$ cat config.mk
export PLATFORM = sky130hd
export DESIGN_NAME = key_value_line_parser
export DESIGN_NICKNAME = d
export VERILOG_FILES = /design/src/rtl/core/kvlp_pkg.sv /design/src/rtl/core/kvlp_line_ram.sv /design/src/rtl/core/kvlp_scan.sv /design/src/rtl/core/kvlp_reader.sv /design/src/rtl/core/key_value_line_parser.sv
export SDC_FILE = /design/constraint.sdc
export NUM_CORES = 1
export LEC_CHECK = 0
export BUFFER_PORTS_ARGS = -buffer_cell sky130_fd_sc_hd__buf_2
export CAP_MARGIN = 20
export CELL_PAD_IN_SITES_DETAIL_PLACEMENT = 0
export CELL_PAD_IN_SITES_GLOBAL_PLACEMENT = 2
export CORE_UTILIZATION = 45
export DETAILED_ROUTE_END_ITERATION = 10
export GPL_ROUTABILITY_DRIVEN = 0
export HOLD_SLACK_MARGIN = 0.12
export PLACE_DENSITY_LB_ADDON = 0.1
export SETUP_SLACK_MARGIN = 0.05
export SLEW_MARGIN = 20
export SYNTH_ARGS = -nofsm -noshare
export SYNTH_HDL_FRONTEND = slang
export SYNTH_SLANG_ARGS = --single-unit
$ cat constraint.sdc
create_clock -name clk -period 4.78 [get_ports clk]
set_clock_uncertainty 0.15 [all_clocks]
set_input_delay 0.717 -clock clk [delete_from_list [all_inputs] [get_ports clk]]
set_output_delay 0.717 -clock clk [all_outputs]
set_load 0.01 [all_outputs]
$ cat src/rtl/core/kvlp_pkg.sv
// kvlp_pkg: shared constants and types for the key/value line parser
// character codes, result kinds, sequencer states and line status flags
// no dependencies
package kvlp_pkg;

	localparam int LINE_MAX_DEF = 64;

	localparam logic [7:0] CH_NL   = 8'h0a;
	localparam logic [7:0] CH_TAB  = 8'h09;
	localparam logic [7:0] CH_CR   = 8'h0d;
	localparam logic [7:0] CH_SP   = 8'h20;
	localparam logic [7:0] CH_DQ   = 8'h22;
	localparam logic [7:0] CH_HASH = 8'h23;
	localparam logic [7:0] CH_SQ   = 8'h27;
	localparam logic [7:0] CH_EQ   = 8'h3d;

	typedef enum logic [1:0] {
		KIND_KEY   = 2'd0,
		KIND_VALUE = 2'd1,
		KIND_OVF   = 2'd2
	} kind_t;

	typedef enum logic [1:0] {
		ST_IDLE  = 2'd0,
		ST_CLOSE = 2'd1,
		ST_KEY   = 2'd2,
		ST_VALUE = 2'd3
	} state_t;

	typedef struct packed {
		logic found_s;
		logic hash;
		logic found_eq;
		logic key_ok;
		logic ovf;
	} line_flags_t;

endpackage

$ cat src/rtl/core/kvlp_line_ram.sv
// kvlp_line_ram: line buffer, one write port and one registered read port
// depends on kvlp_pkg for the default depth
module kvlp_line_ram #(
	parameter int LINE_MAX = kvlp_pkg::LINE_MAX_DEF
) (
	input  logic                        clk,
	input  logic                        we,
	input  logic [$clog2(LINE_MAX)-1:0] waddr,
	input  logic [7:0]                  wdata,
	input  logic                        re,
	input  logic [$clog2(LINE_MAX)-1:0] raddr,
	output logic [7:0]                  rdata
);

	logic [7:0] mem [LINE_MAX];
	logic [7:0] rdata_q;

	always_ff @(posedge clk) begin
		if (we) begin
			mem[waddr] <= wdata;
		end
		if (re) begin
			rdata_q <= mem[raddr];
		end
	end

	assign rdata = rdata_q;

endmodule

$ cat src/rtl/core/kvlp_scan.sv
// kvlp_scan: stores incoming bytes and tracks key start, '=' position,
// key end, first value byte and the last two bytes of the current line
// depends on kvlp_pkg; drives the write port of kvlp_line_ram
module kvlp_scan #(
	parameter int LINE_MAX = kvlp_pkg::LINE_MAX_DEF
) (
	input  logic                          clk,
	input  logic                          arst_n,
	input  logic                          push,
	input  logic [7:0]                    byte_in,
	input  logic                          clear,
	output logic                          ram_we,
	output logic [$clog2(LINE_MAX)-1:0]   ram_waddr,
	output logic [7:0]                    ram_wdata,
	output kvlp_pkg::line_flags_t         flags,
	output logic [$clog2(LINE_MAX+1)-1:0] s_pos,
	output logic [$clog2(LINE_MAX+1)-1:0] eq_pos,
	output logic [$clog2(LINE_MAX+1)-1:0] ke_pos,
	output logic [$clog2(LINE_MAX+1)-1:0] len,
	output logic [7:0]                    vfirst,
	output logic [7:0]                    last_byte,
	output logic [7:0]                    prev_byte
);

	localparam int AW = $clog2(LINE_MAX);
	localparam int PW = $clog2(LINE_MAX + 1);

	kvlp_pkg::line_flags_t flags_q;
	logic [PW-1:0] len_q;
	logic [PW-1:0] s_q;
	logic [PW-1:0] eq_q;
	logic [PW-1:0] ke_q;
	logic [7:0]    vfirst_q;
	logic [7:0]    last_q;
	logic [7:0]    prev_q;

	logic room;
	logic store;
	logic blank3;
	logic trim2;
	logic is_eq;
	logic s_now;
	logic s_upd;
	logic eq_upd;
	logic key_upd;

	always_comb begin
		room    = len_q < PW'(LINE_MAX);
		store   = push && room;
		trim2   = (byte_in == kvlp_pkg::CH_SP) || (byte_in == kvlp_pkg::CH_TAB);
		blank3  = trim2 || (byte_in == kvlp_pkg::CH_CR);
		is_eq   = byte_in == kvlp_pkg::CH_EQ;
		s_upd   = !flags_q.found_s && !blank3;
		s_now   = flags_q.found_s || !blank3;
		eq_upd  = s_now && !flags_q.found_eq && is_eq;
		key_upd = s_now && !flags_q.found_eq && !is_eq && !trim2;
	end

	always_ff @(posedge clk or negedge arst_n) begin
		if (!arst_n) begin
			flags_q <= '0;
			len_q   <= '0;
		end else if (clear) begin
			flags_q <= '0;
			len_q   <= '0;
		end else if (push) begin
			if (room) begin
				len_q <= len_q + PW'(1);
				if (s_upd) begin
					flags_q.found_s <= 1'b1;
					flags_q.hash    <= byte_in == kvlp_pkg::CH_HASH;
				end
				if (eq_upd) begin
					flags_q.found_eq <= 1'b1;
				end
				if (key_upd) begin
					flags_q.key_ok <= 1'b1;
				end
			end else begin
				flags_q.ovf <= 1'b1;
			end
		end
	end

	always_ff @(posedge clk) begin
		if (store) begin
			if (s_upd) begin
				s_q <= len_q;
			end
			if (eq_upd) begin
				eq_q <= len_q;
			end
			if (key_upd) begin
				ke_q <= len_q + PW'(1);
			end
			if (flags_q.found_eq && (len_q == eq_q + PW'(1))) begin
				vfirst_q <= byte_in;
			end
			prev_q <= last_q;
			last_q <= byte_in;
		end
	end

	assign ram_we    = store;
	assign ram_waddr = len_q[AW-1:0];
	assign ram_wdata = byte_in;
	assign flags     = flags_q;
	assign s_pos     = s_q;
	assign eq_pos    = eq_q;
	assign ke_pos    = ke_q;
	assign len       = len_q;
	assign vfirst    = vfirst_q;
	assign last_byte = last_q;
	assign prev_byte = prev_q;

endmodule

$ cat src/rtl/core/kvlp_reader.sv
// kvlp_reader: line-end sequencer; works out key and value ranges, reads
// the line buffer one byte a cycle while its output/skid pair has room
// to hold results; depends on kvlp_pkg; drives the read port of kvlp_line_ram
module kvlp_reader #(
	parameter int LINE_MAX = kvlp_pkg::LINE_MAX_DEF
) (
	input  logic                          clk,
	input  logic                          arst_n,
	input  logic                          close_req,
	input  kvlp_pkg::line_flags_t         flags,
	input  logic [$clog2(LINE_MAX+1)-1:0] s_pos,
	input  logic [$clog2(LINE_MAX+1)-1:0] eq_pos,
	input  logic [$clog2(LINE_MAX+1)-1:0] ke_pos,
	input  logic [$clog2(LINE_MAX+1)-1:0] len,
	input  logic [7:0]                    vfirst,
	input  logic [7:0]                    last_byte,
	input  logic [7:0]                    prev_byte,
	output logic                          idle,
	output logic                          line_clear,
	output logic                          ram_re,
	output logic [$clog2(LINE_MAX)-1:0]   ram_raddr,
	input  logic [7:0]                    ram_rdata,
	output logic                          out_valid,
	input  logic                          out_stall,
	output logic [1:0]                    kind,
	output logic [7:0]                    out_byte,
	output logic                          entry_last
);

	localparam int AW = $clog2(LINE_MAX);
	localparam int PW = $clog2(LINE_MAX + 1);
	localparam int EW = PW + 1;

	kvlp_pkg::state_t state_q, state_d;
	logic [PW-1:0] ptr_q, ptr_d;
	logic [PW-1:0] ke_q, ke_d;
	logic [PW-1:0] vs_q, vs_d;
	logic [PW-1:0] ve_q, ve_d;

	logic            pend_s1;
	kvlp_pkg::kind_t kind_s1;
	logic            last_s1;
	logic            ovf_s1;

	logic            out_valid_q;
	kvlp_pkg::kind_t out_kind_q;
	logic [7:0]      out_byte_q;
	logic            out_last_q;
	logic            skid_valid_q;
	kvlp_pkg::kind_t skid_kind_q;
	logic [7:0]      skid_byte_q;
	logic            skid_last_q;

	logic            issue;
	logic            iss_ovf;
	logic            iss_last;
	kvlp_pkg::kind_t iss_kind;
	logic            pop;
	logic            can_issue;
	logic [7:0]      pend_byte;
	logic            line_ok;
	logic [PW-1:0]   ptr_inc;

	logic [EW-1:0] vs0;
	logic [EW-1:0] ve1;
	logic          cr_drop;
	logic [7:0]    tail;
	logic          quoted;

	// value range with trailing cr and enclosing quotes removed
	always_comb begin
		vs0     = EW'(eq_pos) + EW'(1);
		cr_drop = (EW'(len) > vs0) && (last_byte == kvlp_pkg::CH_CR);
		ve1     = cr_drop ? EW'(len) - EW'(1) : EW'(len);
		tail    = cr_drop ? prev_byte : last_byte;
		quoted  = (ve1 >= vs0 + EW'(2))
			&& (((vfirst == kvlp_pkg::CH_DQ) && (tail == kvlp_pkg::CH_DQ))
			|| ((vfirst == kvlp_pkg::CH_SQ) && (tail == kvlp_pkg::CH_SQ)));
		line_ok = flags.found_s && !flags.hash && flags.found_eq && flags.key_ok;
	end

	always_comb begin
		pop       = out_valid_q && !out_stall;
		can_issue = (2'(out_valid_q) + 2'(skid_valid_q) + 2'(pend_s1)) <= (2'(pop) + 2'd1);
		ptr_inc   = ptr_q + PW'(1);
	end

	always_comb begin
		state_d    = state_q;
		ptr_d      = ptr_q;
		ke_d       = ke_q;
		vs_d       = vs_q;
		ve_d       = ve_q;
		issue      = 1'b0;
		iss_ovf    = 1'b0;
		iss_last   = 1'b0;
		iss_kind   = kvlp_pkg::KIND_KEY;
		line_clear = 1'b0;
		case (state_q)
			kvlp_pkg::ST_IDLE: begin
				if (close_req) begin
					state_d = kvlp_pkg::ST_CLOSE;
				end
			end
			kvlp_pkg::ST_CLOSE: begin
				if (flags.ovf) begin
					if (can_issue) begin
						issue      = 1'b1;
						iss_ovf    = 1'b1;
						iss_kind   = kvlp_pkg::KIND_OVF;
						line_clear = 1'b1;
						state_d    = kvlp_pkg::ST_IDLE;
					end
				end else if (!line_ok) begin
					line_clear = 1'b1;
					state_d    = kvlp_pkg::ST_IDLE;
				end else begin
					line_clear = 1'b1;
					ptr_d      = s_pos;
					ke_d       = ke_pos;
					vs_d       = quoted ? PW'(vs0 + EW'(1)) : PW'(vs0);
					ve_d       = quoted ? PW'(ve1 - EW'(1)) : PW'(ve1);
					state_d    = kvlp_pkg::ST_KEY;
				end
			end
			kvlp_pkg::ST_KEY: begin
				if (can_issue) begin
					issue    = 1'b1;
					iss_kind = kvlp_pkg::KIND_KEY;
					iss_last = (ptr_inc == ke_q) && (vs_q == ve_q);
					if (ptr_inc == ke_q) begin
						if (vs_q == ve_q) begin
							state_d = kvlp_pkg::ST_IDLE;
						end else begin
							ptr_d   = vs_q;
							state_d = kvlp_pkg::ST_VALUE;
						end
					end else begin
						ptr_d = ptr_inc;
					end
				end
			end
			kvlp_pkg::ST_VALUE: begin
				if (can_issue) begin
					issue    = 1'b1;
					iss_kind = kvlp_pkg::KIND_VALUE;
					iss_last = ptr_inc == ve_q;
					ptr_d    = ptr_inc;
					if (ptr_inc == ve_q) begin
						state_d = kvlp_pkg::ST_IDLE;
					end
				end
			end
			default: begin
				state_d = kvlp_pkg::ST_IDLE;
			end
		endcase
	end

	always_ff @(posedge clk or negedge arst_n) begin
		if (!arst_n) begin
			state_q <= kvlp_pkg::ST_IDLE;
		end else begin
			state_q <= state_d;
		end
	end

	always_ff @(posedge clk) begin
		ptr_q <= ptr_d;
		ke_q  <= ke_d;
		vs_q  <= vs_d;
		ve_q  <= ve_d;
		if (issue) begin
			kind_s1 <= iss_kind;
			last_s1 <= iss_last;
			ovf_s1  <= iss_ovf;
		end
	end

	assign pend_byte = ovf_s1 ? 8'd0 : ram_rdata;

	// output register and skid stage
	always_ff @(posedge clk or negedge arst_n) begin
		if (!arst_n) begin
			pend_s1      <= 1'b0;
			out_valid_q  <= 1'b0;
			skid_valid_q <= 1'b0;
		end else begin
			pend_s1 <= issue;
			if (pop || !out_valid_q) begin
				if (skid_valid_q) begin
					out_valid_q  <= 1'b1;
					skid_valid_q <= pend_s1;
				end else begin
					out_valid_q <= pend_s1;
				end
			end else if (pend_s1) begin
				skid_valid_q <= 1'b1;
			end
		end
	end

	always_ff @(posedge clk) begin
		if (pop || !out_valid_q) begin
			if (skid_valid_q) begin
				out_kind_q <= skid_kind_q;
				out_byte_q <= skid_byte_q;
				out_last_q <= skid_last_q;
				if (pend_s1) begin
					skid_kind_q <= kind_s1;
					skid_byte_q <= pend_byte;
					skid_last_q <= last_s1;
				end
			end else if (pend_s1) begin
				out_kind_q <= kind_s1;
				out_byte_q <= pend_byte;
				out_last_q <= last_s1;
			end
		end else if (pend_s1) begin
			skid_kind_q <= kind_s1;
			skid_byte_q <= pend_byte;
			skid_last_q <= last_s1;
		end
	end

	assign idle       = state_q == kvlp_pkg::ST_IDLE;
	assign ram_re     = issue && !iss_ovf;
	assign ram_raddr  = ptr_q[AW-1:0];
	assign out_valid  = out_valid_q;
	assign kind       = out_kind_q;
	assign out_byte   = out_byte_q;
	assign entry_last = out_last_q;

`ifndef SYNTHESIS
	a_skid_behind_out: assert property (@(posedge clk) disable iff (!arst_n)
		skid_valid_q |-> out_valid_q)
		else $error("skid stage holds data while output register is empty");

	a_no_overrun: assert property (@(posedge clk) disable iff (!arst_n)
		pend_s1 && out_valid_q && out_stall |-> !skid_valid_q)
		else $error("read data arrives with no free output slot");

	a_ovf_result: assert property (@(posedge clk) disable iff (!arst_n)
		out_valid_q && (out_kind_q == kvlp_pkg::KIND_OVF) |-> (out_byte_q == 8'd0) && !out_last_q)
		else $error("overflow result carries data or entry end");

	a_read_state: assert property (@(posedge clk) disable iff (!arst_n)
		ram_re |-> (state_q == kvlp_pkg::ST_KEY) || (state_q == kvlp_pkg::ST_VALUE))
		else $error("line buffer read outside key or value readout");

	a_close_clears: assert property (@(posedge clk) disable iff (!arst_n)
		line_clear |=> state_q != kvlp_pkg::ST_CLOSE)
		else $error("sequencer stays in line close after clearing the line");
`endif

endmodule

$ cat src/rtl/core/key_value_line_parser.sv
// key_value_line_parser: top level of the key/value line parser
// instantiates kvlp_scan, kvlp_line_ram and kvlp_reader; uses kvlp_pkg
//
// text channel: text_valid/text_stall carry text_byte and end_of_content.
// a transaction with text_byte 10, or with end_of_content set, ends the line.
// bytes are taken one per cycle while a line is being collected; the line
// buffer holds LINE_MAX bytes, later bytes of a longer line are dropped.
// result channel: result_valid/result_stall carry kind, out_byte, entry_last.
// at line end text_stall rises for range evaluation and stays high while
// key and value bytes are read from the line buffer, one a cycle while
// the output register and its skid stage have room; each byte passes the
// line buffer's read register into the output register or its skid stage.
// an overflowed line gives one overflow result.
// the line buffer has a single read port, which sets the readout rate.
// when result_stall is high, readout pauses once the output register and
// its skid stage are full; no result is lost or repeated.
// arst_n clears the line length, line flags, sequencer and output valids.
// a skipped line (blank, comment, no key or no '=') gives no result.
module key_value_line_parser #(
	parameter int LINE_MAX = kvlp_pkg::LINE_MAX_DEF
) (
	input  logic       clk,
	input  logic       arst_n,
	input  logic       text_valid,
	output logic       text_stall,
	input  logic [7:0] text_byte,
	input  logic       end_of_content,
	output logic       result_valid,
	input  logic       result_stall,
	output logic [1:0] kind,
	output logic [7:0] out_byte,
	output logic       entry_last
);

	localparam int AW = $clog2(LINE_MAX);
	localparam int PW = $clog2(LINE_MAX + 1);

	logic                  accept;
	logic                  is_nl;
	logic                  push;
	logic                  close_req;
	logic                  idle;
	logic                  line_clear;
	logic                  ram_we;
	logic [AW-1:0]         ram_waddr;
	logic [7:0]            ram_wdata;
	logic                  ram_re;
	logic [AW-1:0]         ram_raddr;
	logic [7:0]            ram_rdata;
	kvlp_pkg::line_flags_t flags;
	logic [PW-1:0]         s_pos;
	logic [PW-1:0]         eq_pos;
	logic [PW-1:0]         ke_pos;
	logic [PW-1:0]         len;
	logic [7:0]            vfirst;
	logic [7:0]            last_byte;
	logic [7:0]            prev_byte;

	assign text_stall = !idle;
	assign accept     = text_valid && !text_stall;
	assign is_nl      = text_byte == kvlp_pkg::CH_NL;
	assign push       = accept && !is_nl;
	assign close_req  = accept && (is_nl || end_of_content);

	kvlp_scan #(
		.LINE_MAX(LINE_MAX)
	) u_scan (
		.clk       (clk),
		.arst_n    (arst_n),
		.push      (push),
		.byte_in   (text_byte),
		.clear     (line_clear),
		.ram_we    (ram_we),
		.ram_waddr (ram_waddr),
		.ram_wdata (ram_wdata),
		.flags     (flags),
		.s_pos     (s_pos),
		.eq_pos    (eq_pos),
		.ke_pos    (ke_pos),
		.len       (len),
		.vfirst    (vfirst),
		.last_byte (last_byte),
		.prev_byte (prev_byte)
	);

	kvlp_line_ram #(
		.LINE_MAX(LINE_MAX)
	) u_ram (
		.clk   (clk),
		.we    (ram_we),
		.waddr (ram_waddr),
		.wdata (ram_wdata),
		.re    (ram_re),
		.raddr (ram_raddr),
		.rdata (ram_rdata)
	);

	kvlp_reader #(
		.LINE_MAX(LINE_MAX)
	) u_reader (
		.clk        (clk),
		.arst_n     (arst_n),
		.close_req  (close_req),
		.flags      (flags),
		.s_pos      (s_pos),
		.eq_pos     (eq_pos),
		.ke_pos     (ke_pos),
		.len        (len),
		.vfirst     (vfirst),
		.last_byte  (last_byte),
		.prev_byte  (prev_byte),
		.idle       (idle),
		.line_clear (line_clear),
		.ram_re     (ram_re),
		.ram_raddr  (ram_raddr),
		.ram_rdata  (ram_rdata),
		.out_valid  (result_valid),
		.out_stall  (result_stall),
		.kind       (kind),
		.out_byte   (out_byte),
		.entry_last (entry_last)
	);

endmodule

# [Yosys cells after proc, flatten, opt, wreduce, memory -nomap -nowiden]
# Memories as Yosys holds them, arrays and structs flattened. A register that Yosys moved wholly into a read port is not among the register bits.
# Cells that the tools add are included.
[totals] ramBits=512 regBits=116 inputBits=13 out_inout_bits=13 elab_cells=201 memories=1
[mem_list] memory="u_ram.mem" words=64 width=8 rd=1 rd_ports_with_merged_regs=1 write_ports=1 line="kvlp_line_ram.sv:15" rtl="logic [7:0] mem [LINE_MAX];"
[classes] reduce_logical=60 magnitude_cmp=4 n_bitwise=1 add_sub_neg=11 n_eq_ne=29 mux=66
[ops] op="$mux W7" n=11
[ops] op="$mux W8" n=8
[ops] op="$eq A8 B6 Y1 const B" n=7
[ops] op="$mux W2" n=17
[ops] op="$eq A8 B4 Y1 const B" n=4
[ops] op="$add A7 B1 Y7 const B" n=4
[ops] op="$eq A7 B7 Y1" n=4
[ops] op="$mux W1" n=22
[ops] op="$pmux W7 S3" n=1
[ops] op="$logic_and A1 B1 Y1" n=20
[ops] op="$reduce_and A2 Y1" n=7
[ops] op="$reduce_bool A2 Y1" n=7
[ops] op="$ne A2 B1 Y1 const B" n=6
[ops] op="$reduce_and A3 Y1" n=4
[ops] op="$reduce_and A6 Y1" n=2
[ops] op="$logic_not A1 Y1" n=11
[ops] op="$mux W5" n=2
[ops] op="$add A7 B1 Y8 const B" n=1
[ops] op="$add A8 B2 Y8 const B" n=1
[ops] op="$ge A8 B8 Y1" n=1
[ops] op="$gt A7 B8 Y1" n=1
[ops] op="$pmux W2 S4" n=1
[ops] op="$sub A7 B1 Y8 const B" n=1
[ops] op="$lt A7 B7 Y1 const B" n=1
[ops] op="17 further kinds" n=27

# [Logic depth before layout (Yosys ltp)]
# Gate-level depths: netlist of run 1.
[depth] depth_word=12 ltp_mapped=21 mapped_depth_nobuf=20

# [Hierarchy]
# Synthesis of run 1 repeated with hierarchy kept, for this count alone.
[hier_totals] hier_cells=1465 hier_area_um2=26735.6
[modules_own_cells] module="kvlp_line_ram" seq_area_each_um2=15615.0 cells_each=940 area_each_um2=20246.9 instances=1
[modules_own_cells] module="kvlp_reader" seq_area_each_um2=1746.7 cells_each=354 area_each_um2=4072.7 instances=1
[modules_own_cells] module="kvlp_scan" seq_area_each_um2=1651.6 cells_each=164 area_each_um2=2354.8 instances=1
[modules_own_cells] module="key_value_line_parser" seq_area_each_um2=0.0 cells_each=7 area_each_um2=61.3 instances=1

# [Worst setup path after synthesis of run 1]
# OpenSTA, ideal clock, no wires.
[synth_path] path_kind="reg2reg" startpoint="register u_scan.eq_q[0] (netlist: u_scan.eq_pos[0])" endpoint="register u_reader.ve_q[6], data pin" arrival_ns=4.591 synth_period_minus_slack_ns=5.003 n_path_buf=1 stages_incl_launch_ff=21 setup_slack_ns=-0.223 setup_ns=0.263 path_cell_list="edfxtp_1 ha_1 nand3_1 xor2_1 ha_1 and3_1 o21ai_0 a21boi_0 a2111oi_4 nor2_1 o21ai_0 inv_1 ha_1 a21oi_1 a21boi_0 o21ai_0 a2111oi_0 o311a_1 buf_6 nand4_1 xnor2_1"
[synth_via] elab_chain_len=9 elab_cells_between_ends=15 classes_between="add/sub (3); order compare (2); eq/ne (2); mux (3); reduce/logical (5)"
[synth_rtl] item="start: declaration" line="kvlp_scan.sv:31" rtl="logic [PW-1:0] eq_q;"
[synth_rtl] item="start signal: assignment" line="kvlp_scan.sv:91" rtl="eq_q <= len_q;"
[synth_rtl] item="$add A7 B1 Y8 (*)" line="kvlp_reader.sv:72" rtl="vs0 = EW'(eq_pos) + EW'(1);"
[synth_rtl] item="branches (longest 7 deep; another with $gt A7 B8 Y1)"
[synth_rtl] item="$mux W7 (*)" line="kvlp_reader.sv:122" rtl="ve_d = quoted ? PW'(ve1 - EW'(1)) : PW'(ve1);"
[synth_rtl] item="end signal: assignment" line="kvlp_reader.sv:172" rtl="ve_q <= ve_d;"
[synth_rtl] item="end: declaration" line="kvlp_reader.sv:38" rtl="logic [PW-1:0] ve_q, ve_d;"
# Mark *: on every way between the ends.
# A chain may end at the register's enable or synchronous reset.

# [Worst setup path after layout of run 1]
[layout_path] startpoint="register u_scan.eq_q[1] (netlist: u_scan.eq_pos[1])" endpoint="register u_reader.ve_q[5], data pin"
# Same word-level chain as after synthesis.

==> flow_summary_export.csv, run 1 <==
group,metric,value,unit
run_status,status,"finished, final reports clean",
placement,pre_cts_ws,-0.130,ns
finish,final_cells,2208,
die,die-width,242,um
critical_path,worstSetupPathType,"flip-flop to flip-flop",
power_and_ir_drop,peakVddDrop,277,uV
drt,drc,0,
synth,ys.flop_type,"edfxtp_1",
synth,synth.avg_cell_area,19.9,sq um
power_and_ir_drop,seqPwrFrac,52.0,%
power_and_ir_drop,internal-power,9.36,mW
power_and_ir_drop,p_total,12.1,mW
global_route,grt_pass1_vias,12900,
finish,area_growth,15.0,%
power_and_ir_drop,total_leakage_power,9.48,nW
sta,fmax,217,MHz
synth,synth_cell_types,67,
synth,syn_inst,1299,
placement,io_buffers,25,
global_route,met1_usage,31.3,%
worst_hold_path,whs_path_depth,3,
synth,synth_edf_count,619,
sta,hold_viol,0,
critical_path,arrival,4.80,ns
worst_hold_path,worstHoldPathType,"input port to flip-flop",
critical_path,reg2reg_from,"u_scan.eq_pos[1]",
global_route,top_usage_layer,"met2",
drt,routed_via_density,5.67,
finish,drive_gt1_share,28.6,%
global_route,grtUsageMet2,32.7,%
sta,rsz0062_at_grt,"true",
placement,dp_cells,2068,
clock_network,cts_tree,"done",
critical_path,reg2reg_to,"u_reader.ve_q[5]",
critical_path,cp_max_fo,7,
sta,tightest_slew,1.03,ns
critical_path,start_kind,"flip-flop",
die,dieHeight,242,um
power_and_ir_drop,p_sw_share,22.9,%
run,maxCapViolCount,0,
critical_path,endpoint_kind,"flip-flop",
worst_hold_path,holdPathEnd,"u_reader.out_valid",
drt,first_pass_iters,5,
clock_network,cts_buffers,69,
synth,netlist_area,0.0258,sq mm
power_and_ir_drop,pwr-share-clk,41.7,%
placement,place_area,0.0271,sq mm
sta,setup_viol,0,
clock_network,htreeDepth,3,
drt,vias,12500,
critical_path,cp.required,4.97,ns
die,pin_count,26,
synth,syn_nets,1335,
clock_network,cts_max_path_buffers,3,
finish,stdcell_area,0.0297,sq mm
power_and_ir_drop,powerDensity,409,mW/mm^2
global_route,grt-ovfl-total,0,
synth,ys_warn_count,0,
global_route,grt_use_met3,3.72,%
sta,final-max-slew-violation-count,0,
clock_network,clk_latency,0.61,ns
sta,fin_ws,0.173,ns
power_and_ir_drop,p_comb_share,6.3,%
die,die_area,0.0584,sq mm
clock_network,cts.clk_slew.worst_paths,0.06,ns
sta,min_period,4.61,ns
global_route,grtUsageTotal,21.2,%
synth,seq_area_frac_synth,73.6,%
synth,yosys_register_bits,636,
sta,fin_crit_sh,96.4,%
power_and_ir_drop,switchingPower,2.79,mW
critical_path,rr_worst_depth,20,
die,core_area,0.0566,sq mm
drt,drtIter0Drc,957,
worst_hold_path,hp-start,"result_stall",
finish,fill_cells,4577,
critical_path,r2r_slack,0.17,ns
global_route,grt_max_degree,72,
sta,slew_headroom,31.5,%
clock_network,cts.sinks,636,
die,rows,87,
synth,synth-async-reset-ratio,2.67,%
die,initial_core_util,45.7,%
finish,finish.net_count,1436,
placement,hpwl,36500,um
drt,drt-total-wl,60600,um
drt,postRouteAntennaNets,0,
global_route,grt_pass1_wl,89100,um
global_route,antenna_found_initial,3,
drt,wl_per_cell,27.4,um
clock_network,cts-root-buf,"clkbuf_16",
finish,diodes,0,
-- through the flow --
stage / hold WS (ns) / utilization, % / setup TNS (ns)
floorplan: 0.250 / - / 0
CTS: 0.210 / 51.8 / 0
detailed placement: 0.257 / 47.9 / -0.994
global placement: 0.255 / 47.9 / -0.0123
finish: 0.254 / 52.5 / 0
global route: 0.255 / 52.5 / 0
-- critical path, stage by stage, from the launching register on --
cell	delay, ns
edfxtp_1	0.42
ha_4	0.19
nand3_2	0.10
xor2_2	0.17
ha_1	0.32
and3_4	0.21
o21ai_4	0.07
a21boi_2	0.18
a2111oi_4	0.09
buf_6	0.18
buf_6	0.11
or3_4	0.38
nor4b_4	0.23
ha_1	0.28
buf_4	0.15
a21oi_4	0.18
nand2_2	0.07
o311a_4	0.39
buf_12	0.14
and4bb_1	0.19
xor2_1	0.13
-- routing by layer --
layer / vias to the layer above / routed length [um]
met5: - / 0
met1: 6640 / 27700
met2: 300 / 28800
met3: 84 / 2960
met4: 0 / 1160
li1: 5493 / -
-- cells in the mapped netlist (5+ instances only) --
| library cell | instances | area share, % |
|---|---|---|
| ha_1 | 22 | 1.1 |
| mux2_2 | 13 | 0.57 |
| a21oi_1 | 15 | 0.29 |
| edfxtp_1 | 619 | 72 |
| o21ai_0 | 17 | 0.33 |
| inv_1 | 21 | 0.31 |
| xor2_1 | 26 | 0.88 |
| nand2b_1 | 5 | 0.12 |
| and3_1 | 6 | 0.15 |
| mux4_2 | 168 | 15 |
| nand2_1 | 45 | 0.65 |
| dfrtp_1 | 17 | 1.6 |
| nand3_1 | 23 | 0.45 |
| clkbuf_1 | 32 | 0.46 |
| nor2_1 | 106 | 1.5 |
| nor2b_1 | 12 | 0.29 |
| nor3_1 | 10 | 0.19 |
| buf_1 | 21 | 0.31 |
| nor4_1 | 9 | 0.22 |
| xnor2_1 | 29 | 0.98 |
| nand4_1 | 7 | 0.17 |
-- worst max path at each step --
stage | from | end | slack [ns] | cells after the start
5_1_grt | u_scan.eq_pos[1] | u_reader.vs_q[5] | 0.003 | 20
3_5_place_dp | u_scan.eq_pos[0] | u_reader.vs_q[4] | -0.13 | 19
3_3_place_gp | u_scan.eq_pos[0] | u_reader.ve_q[5] | -0.01 | 19
2_1_floorplan | u_scan.eq_pos[0] | u_reader.ve_q[6] | 0.06 | 20
4_1_cts | u_scan.eq_pos[1] | u_reader.vs_q[4] | 0.07 | 20
6_report | u_scan.eq_pos[1] | u_reader.ve_q[5] | 0.17 | 20
-- cell families (layout without fill, tap and decap cells) --
| group | count (synthesis) | count (layout) | share of synthesized area (%) |
|---|---|---|---|
| compound gates | 68 | 68 | 1.92 |
| buf+inv | 79 | 232 | 1.20 |
| fa+ha+maj | 23 | 23 | 1.14 |
| mux | 185 | 185 | 15.4 |
| xor+xnor | 58 | 58 | 2.12 |
| simple gates | 250 | 250 | 4.69 |
| flops | 636 | 636 | 73.6 |
-- final cells by class --
cell class | instances | area [sq um] | share of cell area [%]
inverter | 21 | 78.8 | 0.265
clock buffer | 87 | 1820 | 6.14
timing repair buffer | 88 | 687 | 2.31
sequential | 636 | 19000 | 64.0
tap | 756 | 946 | 3.18
multi-input combinational | 584 | 6830 | 23.0
clock inverter | 36 | 327 | 1.10
-- cells in the final DEF, fill, tap and decap left out, types with 9 or more instances in the layout --
cell type	count
o21ai_0	14
buf_2	25
buf_4	52
clkbuf_16	70
dfrtp_1	17
inv_1	21
clkbuf_1	15
mux4_2	168
nand3_1	21
edfxtp_1	619
xnor2_1	28
ha_1	17
nor3_1	9
clkinv_1	14
nor2_1	105
nand2_1	43
xor2_1	23
a21oi_1	10
mux2_2	13
nor2b_1	11
-- sequential cells by signal, indices dropped and copies added (netlist names), 2 cells and up --
| signal | flops |
|---|---|
| u_ram.mem | 512 |
| u_ram.rdata | 8 |
| u_reader.out_byte | 8 |
| u_reader.skid_byte_q | 8 |
| u_scan.last_byte | 8 |
| u_scan.prev_byte | 8 |
| u_scan.vfirst | 8 |
| u_reader.ke_q | 7 |
| u_reader.ptr_q | 7 |
| u_reader.ve_q | 7 |
| u_reader.vs_q | 7 |
| u_scan.eq_pos | 7 |
| u_scan.ke_pos | 7 |
| u_scan.len | 7 |
| u_scan.s_pos | 7 |
| u_scan.flags | 5 |
| u_reader.kind | 2 |
| u_reader.kind_s1 | 2 |
| u_reader.skid_kind_q | 2 |
| u_reader.state_q | 2 |
-- power groups by stage --
| stage | registers, mW | clock network, mW | logic [mW] |
|---|---|---|---|
| 2_1_floorplan | 6.41 | 0 | 0.344 |
| 3_3_place_gp | 6.43 | 0 | 0.727 |
| 3_5_place_dp | 6.43 | 0 | 0.725 |
| 4_1_cts | 6.31 | 5.19 | 0.733 |
| 5_1_grt | 6.32 | 5.37 | 0.832 |
| 6_report | 6.31 | 5.07 | 0.764 |
-- timing repair --
item / in CTS / in global routing
setup endpoints to repair: 14 / 14
hold buffers: 1 / 0
gates cloned: 0 / 1
buffers inserted: 4 / 11
endpoints found under the hold margin: 17 / 0
pin swaps: 8 / 19
gates resized for setup: 13 / 41
Note: power is estimated with default switching activity, not from simulation.
==> inputs of run 2 (changes only) <==
- GPL_TIMING_DRIVEN: default -> 0
==> run 2 against run 1 <==
Against the previous run:
- the run now ends with setup timing left
- die area unchanged
- largest power group unchanged
- count of clock-buffer cells in the layout increased by 6
- total power decreased by 0.54%
- cell area increased by 0.21%
- wire length increased by 0.27%
==> flow_summary_export.csv, run 2 (synthesis results as in run 1) <==
group,metric,value,unit
run_status,status,"complete, but fails checks",
run_status,violations,"setup timing",
sta,fin_crit_sh,100,%
critical_path,endpoint_kind,"flip-flop",
finish,diodes,0,
finish,drive_gt1_share,27.7,%
sta,fin_ws,-0.0225,ns
critical_path,cp_max_fo,5,
sta,setup_viol,3,
clock_network,cts.sinks,636,
finish,largest_reg_flops,512,
clock_network,clk_latency,0.61,ns
finish,final_cells,2236,
critical_path,arrival,5.00,ns
finish,largest-register,"u_ram.mem",
drt,drtIter0Drc,1111,
placement,hpwl,39100,um
clock_network,htreeDepth,3,
placement,io_buffers,25,
drt,first_pass_iters,5,
sta,final-max-slew-violation-count,0,
power_and_ir_drop,p_total,12.1,mW
clock_network,cts_buffers,69,
drt,vias,12600,
finish,area_growth,15.2,%
die,dieHeight,242,um
critical_path,reg2reg_from,"u_scan.eq_pos[0]",
die,die-width,242,um
power_and_ir_drop,total_leakage_power,9.44,nW
power_and_ir_drop,peakVddDrop,339,uV
worst_hold_path,whs_path_depth,3,
sta,tns,-0.0371,ns
global_route,grt_pass1_wl,89900,um
clock_network,cts_max_path_buffers,3,
sta,slew_headroom,24.1,%
drt,drt-total-wl,60800,um
die,core_area,0.0566,sq mm
power_and_ir_drop,powerDensity,406,mW/mm^2
worst_hold_path,worstHoldPathType,"input port to flip-flop",
global_route,grt-ovfl-total,0,
global_route,antenna_found_initial,0,
placement,dp_cells,2084,
clock_network,cts.clk_slew.worst_paths,0.06,ns
global_route,grt_max_degree,73,
sta,hold_ws,0.259,ns
critical_path,reg2reg_to,"u_reader.ve_q[5]",
critical_path,r2r_slack,-0.02,ns
sta,tightest_slew,1.14,ns
die,pin_count,26,
sta,fmax,208,MHz
finish,final_common_cell,"edfxtp_1",
critical_path,start_kind,"flip-flop",
die,initial_core_util,45.7,%
drt,postRouteAntennaNets,0,
sta,hold_viol,0,
critical_path,worstSetupPathType,"flip-flop to flip-flop",
sta,rsz0062_at_grt,"true",
clock_network,cts_tree,"done",
finish,finish.net_count,1465,
critical_path,rr_worst_depth,21,
drt,drc,0,
critical_path,cp.required,4.97,ns
global_route,grt_pass1_vias,13000,
run,maxCapViolCount,0,
clock_network,cts-root-buf,"clkbuf_16",
worst_hold_path,hp-start,"result_stall",
drt,routed_via_density,5.63,
sta,min_period,4.80,ns
die,die_area,0.0584,sq mm
die,rows,87,
global_route,grtUsageTotal,21.4,%
worst_hold_path,holdPathEnd,"u_reader.out_valid",
drt,wl_per_cell,27.2,um
placement,pre_cts_ws,-1.02,ns
finish,final_cell_mix,"619 x edfxtp_1, 168 x mux4_2, 104 x nor2_1, 72 x clkbuf_16, 46 x clkbuf_1",
run 2: changes by cell type in the layout (fill, tap and decap cells not counted), moves of 3 or more:
cell / before / now
buf_1: 0 / 19
buf_12: 4 / 0
buf_4: 52 / 32
clkbuf_1: 15 / 46
clkbuf_2: 0 / 3
nand3_1: 21 / 18
nand3_2: 1 / 4
xnor2_1: 28 / 23
xnor2_2: 2 / 7
run 2: stage by stage:
step                      utilization [%]  area (sq um)
final                                52.6         29800
after floorplan                         -         25900
after global routing                 52.6         29800
after global placement               47.6         26900
after CTS                            52.3         29600
after detailed placement             47.7         27000
run 2: what timing repair did:
item / in CTS / in global routing
pin swaps: 24 / 21
cloned: 1 / 0
resized for setup: 51 / 19
hold buffers: 1 / 0
endpoints found under the hold margin: 17 / 0
setup endpoints to repair: 14 / 14
setup buffers: 23 / 5
run 2: layer usage:
| layer | wire, um | track usage, % | part of all wire (%) |
|---|---|---|---|
| met4 | 1730 | 6.91 | 2.8 |
| met2 | 27700 | 31.8 | 46 |
| met5 | 0 | 0 | 0 |
| met1 | 27700 | 31.4 | 46 |
| met3 | 3570 | 4.89 | 5.9 |
run 2: area by class of cell:
type,instances,area (sq um)
flip-flops and latches,636,19000
multi-input cells,584,6930
inverters,21,83.8
well taps,756,946
repair buffers,59,412
fillers,4476,26800
clock buffers,93,1930
plain buffers,58,235
clock inverters,29,215
run 2: worst max-delay path: stages (launching register included):
cell       delay (ns)
edfxtp_1         0.48
ha_4             0.24
nand3_4          0.10
xor2_4           0.18
ha_4             0.27
and3_4           0.20
o21ai_4          0.07
a21boi_2         0.19
a2111oi_4        0.12
buf_4            0.19
buf_6            0.11
o31a_1           0.31
or2_4            0.28
ha_4             0.16
a21o_1           0.14
a21o_1           0.21
a21oi_4          0.20
nand2_2          0.07
o311a_4          0.40
buf_6            0.13
and4bb_1         0.18
xor2_1           0.15
run 2: how the worst max path moves through the flow:
stage	startpoint	to	slack, ns	cells past startpoint
6_report	u_scan.eq_pos[0]	u_reader.ve_q[5]	-0.02	21
5_1_grt	u_scan.eq_pos[0]	u_reader.vs_q[3]	-0.22	20
4_1_cts	u_scan.eq_pos[0]	u_reader.vs_q[3]	0.01	20
3_5_place_dp	u_scan.eq_pos[0]	u_reader.vs_q[3]	-1.02	20
3_3_place_gp	u_scan.eq_pos[0]	u_reader.vs_q[3]	-1.02	20
2_1_floorplan	u_scan.eq_pos[0]	u_reader.ve_q[6]	0.06	20
run 2: report_power, final:
group | internal, mW | leakage (nW) | switching, mW
Combinational | 0.179 | 2.56 | 0.515
Sequential | 6.26 | 5.83 | 0.0636
Clock | 2.95 | 1.05 | 2.12
Total | 9.39 | 9.44 | 2.69
